$ cat config.mk
export PLATFORM = sky130hd
export DESIGN_NAME = prl_ram
export DESIGN_NICKNAME = d
export VERILOG_FILES = /design/src/rtl/prl_ram.sv
export SDC_FILE = /design/constraint.sdc
export NUM_CORES = 1
export LEC_CHECK = 0
export BUFFER_PORTS_ARGS = -buffer_cell sky130_fd_sc_hd__clkbuf_2
export CORE_MARGIN = 5
export CORE_UTILIZATION = 45
export CTS_CLUSTER_SIZE = 24
export DETAILED_ROUTE_END_ITERATION = 12
export SLEW_MARGIN = 20
export SYNTH_ARGS = -nofsm -noshare
export SYNTH_HDL_FRONTEND = slang
export SYNTH_SLANG_ARGS = --single-unit
$ cat constraint.sdc
create_clock -name clk -period 5.8 [get_ports clk]
set_clock_uncertainty 0.2 [all_clocks]
set_input_delay 1.16 -clock clk [delete_from_list [all_inputs] [get_ports clk]]
set_output_delay 1.16 -clock clk [all_outputs]
set_load 0.02 [all_outputs]
$ cat src/rtl/prl_ram.sv
// ----------------------------------------------------------------------------
// prl_ram
// Generic simple dual-port RAM: one write port, one read port, registered read.
// ----------------------------------------------------------------------------
module prl_ram #(
    parameter int WIDTH = 8,
    parameter int DEPTH = 16,
    parameter int AW    = 4
) (
    input  logic             clk,
    input  logic             we,
    input  logic [AW-1:0]    waddr,
    input  logic [WIDTH-1:0] wdata,
    input  logic [AW-1:0]    raddr,
    output logic [WIDTH-1:0] rdata
);

    logic [WIDTH-1:0] mem [DEPTH];

    always_ff @(posedge clk)
    begin
        if (we)
        begin
            mem[waddr] <= wdata;
        end
        rdata <= mem[raddr];
    end

endmodule

# Word-level counts from Yosys, hierarchy flattened
# Memory sizes are Yosys's and may differ from the RTL's. A register that Yosys moved wholly into a read port is not among the register bits.
# Index checks and enable logic that the tools add are counted.
# W data, S select, Z words.
# op_classes
mux	2
# ops
op	count
$mux W1	2
# word_totals
memories	1
register_bits	0
output_inout_bits	8
ramBits	128
in_bits	18
wordCells	3
# mem_list
name	depth	word_bits	read_ports	rd_ports_with_merged_regs	write_ports	line_no	source
mem	16	8	1	1	1	18	logic [WIDTH-1:0] mem [DEPTH];

# Longest topological paths before layout
# logic_depth
word_depth	2
mapped_depth	5
ltp_nobuf	3

# Least setup slack after synthesis
# OpenSTA, ideal clock, no wires.
# synth_path
path_type	in2reg
start	input waddr[2]
end	memory mem[0][0], enable pin
n_path_buf	0
arrival_time_ns	2.270
setup_ns	0.383
path_stages	2
required_time_ns	5.217
path_slack_ns	2.947
path_cell_list	or3b_2 > nor3_1
# synth_lines
element	line_no	source
start, declared	12	input logic [AW-1:0] waddr,
end, declared	18	
# No word-level cell before the write port.

==> impl_metrics.yaml <==
status:
  outcome: "finished clean"
critical_path:
  worstPathMaxFanout: 22
  crit_path_start_kind: "input pin"
  critPathKind: "in2reg"
  slowest_stage: "mux4_1"
  r2r_slack_ns: 4.19
  r2r-end: "rdata[5]$_DFF_P_"
  arrival_ns: 3.00
  rr_worst_depth: 3
  max_stage_delay_ns: 0.61
  worstSetupEndpointType: "register"
  path_cells: "clkbuf_2, buf_4, mux4_1, a22oi_1, nand2_1"
  r2r_start: "mem[1][5]$_DFFE_PP_"
  cp.required_ns: 5.88
synth:
  synth_cell_types: 19
  muxShareOfSynthArea_pct: 15.0
  yosysSeqAreaShare_pct: 77.8
  synth_fa_ha_area_share_pct: 0
  synth-simple-area-share_pct: 3.18
  synthesis.nets: 247
  synth_top_family_by_area: "multiplexers"
  synth_compound_area_share_pct: 2.33
  avgSynthCellArea_um2: 22.5
  synthCells: 229
  synth_xor_area_share_pct: 0
  yosys_register_bits: 136
  syn_area_um2: 5150
  yosysWarnings: 0
cts:
  clk_latency_ns: 0.41
  postCtsSetupRepairBufs: 0
  cts-buffers-inserted: 17
  cts_hold_buf: 0
  clkSlewWorstSetupHoldPaths_ns: 0.06
  ctsHtreeMaxLevel: 4
  clock_path_buffers: 2
  clockRootBuffer: "clkbuf_16"
  ctsResizeCount: 0
  cts_tree: "built"
  cts_sinks: 136
drt:
  drc_errors: 0
  routed_wl_um: 9560
  first_pass_iters: 5
  vias_per_cell: 5.46
  vias: 2317
  postRouteAntennaNets: 0
  drtIter0Drc: 94
  wl_per_cell_um: 22.5
hold_path:
  holdPathEnd: "rdata[2]$_DFF_P_"
  hold_start: "mem[4][2]$_DFFE_PP_"
  hold_depth: 3
  hp-class: "reg2reg"
timing:
  worst_slew_pin_slew_ns: 0.954
  finalSetupViolCount: 0
  fin_crit_sh_pct: 50.3
  max_freq_ghz: 0.342
  period_minus_slack_ns: 2.92
  finalHoldViolCount: 0
  final.setup.tns_ns: 0
  rsz0062_at_grt: "no"
  slew-limit-headroom_pct: 36.2
  finalMaxSlewViolations: 0
power_and_ir_drop:
  power.leakage_uw: 0.00199
  peakVddDrop_uv: 194
  p_int_uw: 1790
  swShare_pct: 20.8
  p_clk_share_pct: 46.5
  p_comb_share_pct: 4.5
  sequentialPowerShare_pct: 49.0
  power.density_nw_per_um2: 377
  p_sw_uw: 470
global_routing:
  use_met3_pct: 4.06
  grt_pass1_wl_um: 14700
  grt_antenna_before_repair: 0
  grt-busiest-layer: "met2"
  grt_overflow_total: 0
  grt_pass1_vias: 2460
  grt_util_met1_pct: 21.5
  grt_use_met2_pct: 23.9
  grt_max_degree: 33
  grt_util_all_layers_pct: 15.4
job:
  cap_violations: 0
final_layout:
  final_nets: 286
  drive_above_1_share_pct: 28.5
  area_growth_pct: 16.4
  diodes: 0
  final_cells: 424
place:
  gp_congestion: 0.747
  portBuffers: 25
  dp.cells: 392
  dp_hpwl_um: 6130
floorplan:
  die_h_um: 117
  fp.dieW_um: 117
  rows: 39
  ios: 26
  die_area_um2: 13700
  core_region_area_um2: 11300
  initial_core_util_pct: 45.5
Yosys cell counts:
master           count  share of area (%)
nand3b_1             2               0.29
nand2b_1             2               0.24
nor2b_1              1               0.12
and2b_1              1               0.15
mux4_2              18                7.9
a22oi_1             16                2.3
clkdlybuf4s25_2      3               0.58
nand3_1              1              0.097
nand2_1              9               0.66
edfxtp_1           128                 75
buf_4                1               0.15
buf_2                3               0.29
nor2_1              13               0.95
mux4_1              14                7.1
and2_1               1               0.12
or3b_2               1               0.17
buf_6                3               0.66
nor3_1               4               0.39
dfxtp_1              8                3.1
kinds of logic (layout without fill, tap and decap cells):
family,count (synthesis),after routing
simple gates,35,35
flops,136,136
buf+inv,10,62
compound gates,16,16
mux,32,32
metrics by stage:
step | total power, µW | setup WS, ns | hold slack (ns) | utilization [%] | cell area (µm²)
final | 2260 | 2.88 | 0.487 | 52.9 | 5990
after global routing | 2330 | 2.75 | 0.523 | 52.9 | 5990
after CTS | 2270 | 2.85 | 0.490 | 52.9 | 5990
after detailed placement | 1230 | 2.42 | 0.478 | 47.7 | 5400
after global placement | 1230 | 2.42 | 0.453 | 47.7 | 5400
after floorplan | 1190 | 2.95 | 0.429 | - | 5150
cells in the final DEF, fill, tap and decap left out, types with 2 or more instances in the layout:
master      count
edfxtp_1      128
nand3b_1        2
clkbuf_2       25
clkinvlp_4      6
nor3_1          4
clkbuf_16      17
mux4_2         18
mux4_1         14
nand2b_1        2
inv_6           3
dfxtp_1         8
bufinv_16       2
a22oi_1        16
buf_4           5
nor2_1         13
nand2_1         9
worst max-delay path: cells and delay by family:
family	cells	cell delay (ns)
compound gates	1	0.33
simple gates	1	0.09
mux	1	0.61
buf+inv	2	0.78
power groups by stage:
| stage | logic (µW) | registers, µW | clock network (µW) |
|---|---|---|---|
| after floorplan | 55.8 | 1130 | 0 |
| after global placement | 103 | 1130 | 0 |
| after detailed placement | 105 | 1130 | 0 |
| after CTS | 105 | 1110 | 1060 |
| after global routing | 113 | 1110 | 1110 |
| final | 102 | 1110 | 1050 |
how the worst max path moves through the flow:
stage / start / endpoint / slack, ns / depth (start not counted)
after floorplan: waddr[2] / mem[0][0]$_DFFE_PP_ / 2.95 / 2
after global routing: raddr[0] / rdata[5]$_DFF_P_ / 2.75 / 5
after detailed placement: raddr[0] / rdata[5]$_DFF_P_ / 2.42 / 5
final: raddr[0] / rdata[5]$_DFF_P_ / 2.88 / 5
after global placement: raddr[0] / rdata[5]$_DFF_P_ / 2.42 / 5
after CTS: raddr[0] / rdata[5]$_DFF_P_ / 2.85 / 5
state kept, by name, summed over array words and instances, names as in the netlist:
signal	flops
rdata	8
mem	128
metal layers:
| layer | vias to the layer above | share of wire [%] |
|---|---|---|
| met5 | - | 0 |
| met4 | 0 | 0.50 |
| met3 | 4 | 5.5 |
| met2 | 61 | 50 |
| met1 | 1192 | 44 |
| li1 | 1060 | - |
final cells by class:
class,count,area (µm²)
sequential,136,4000
clock buffer,19,443
multi-input combinational,83,1060
clock inverter,13,145
tap,143,179
fill,897,5330
timing repair buffer,30,163
Note: power is estimated with default switching activity, not from simulation.
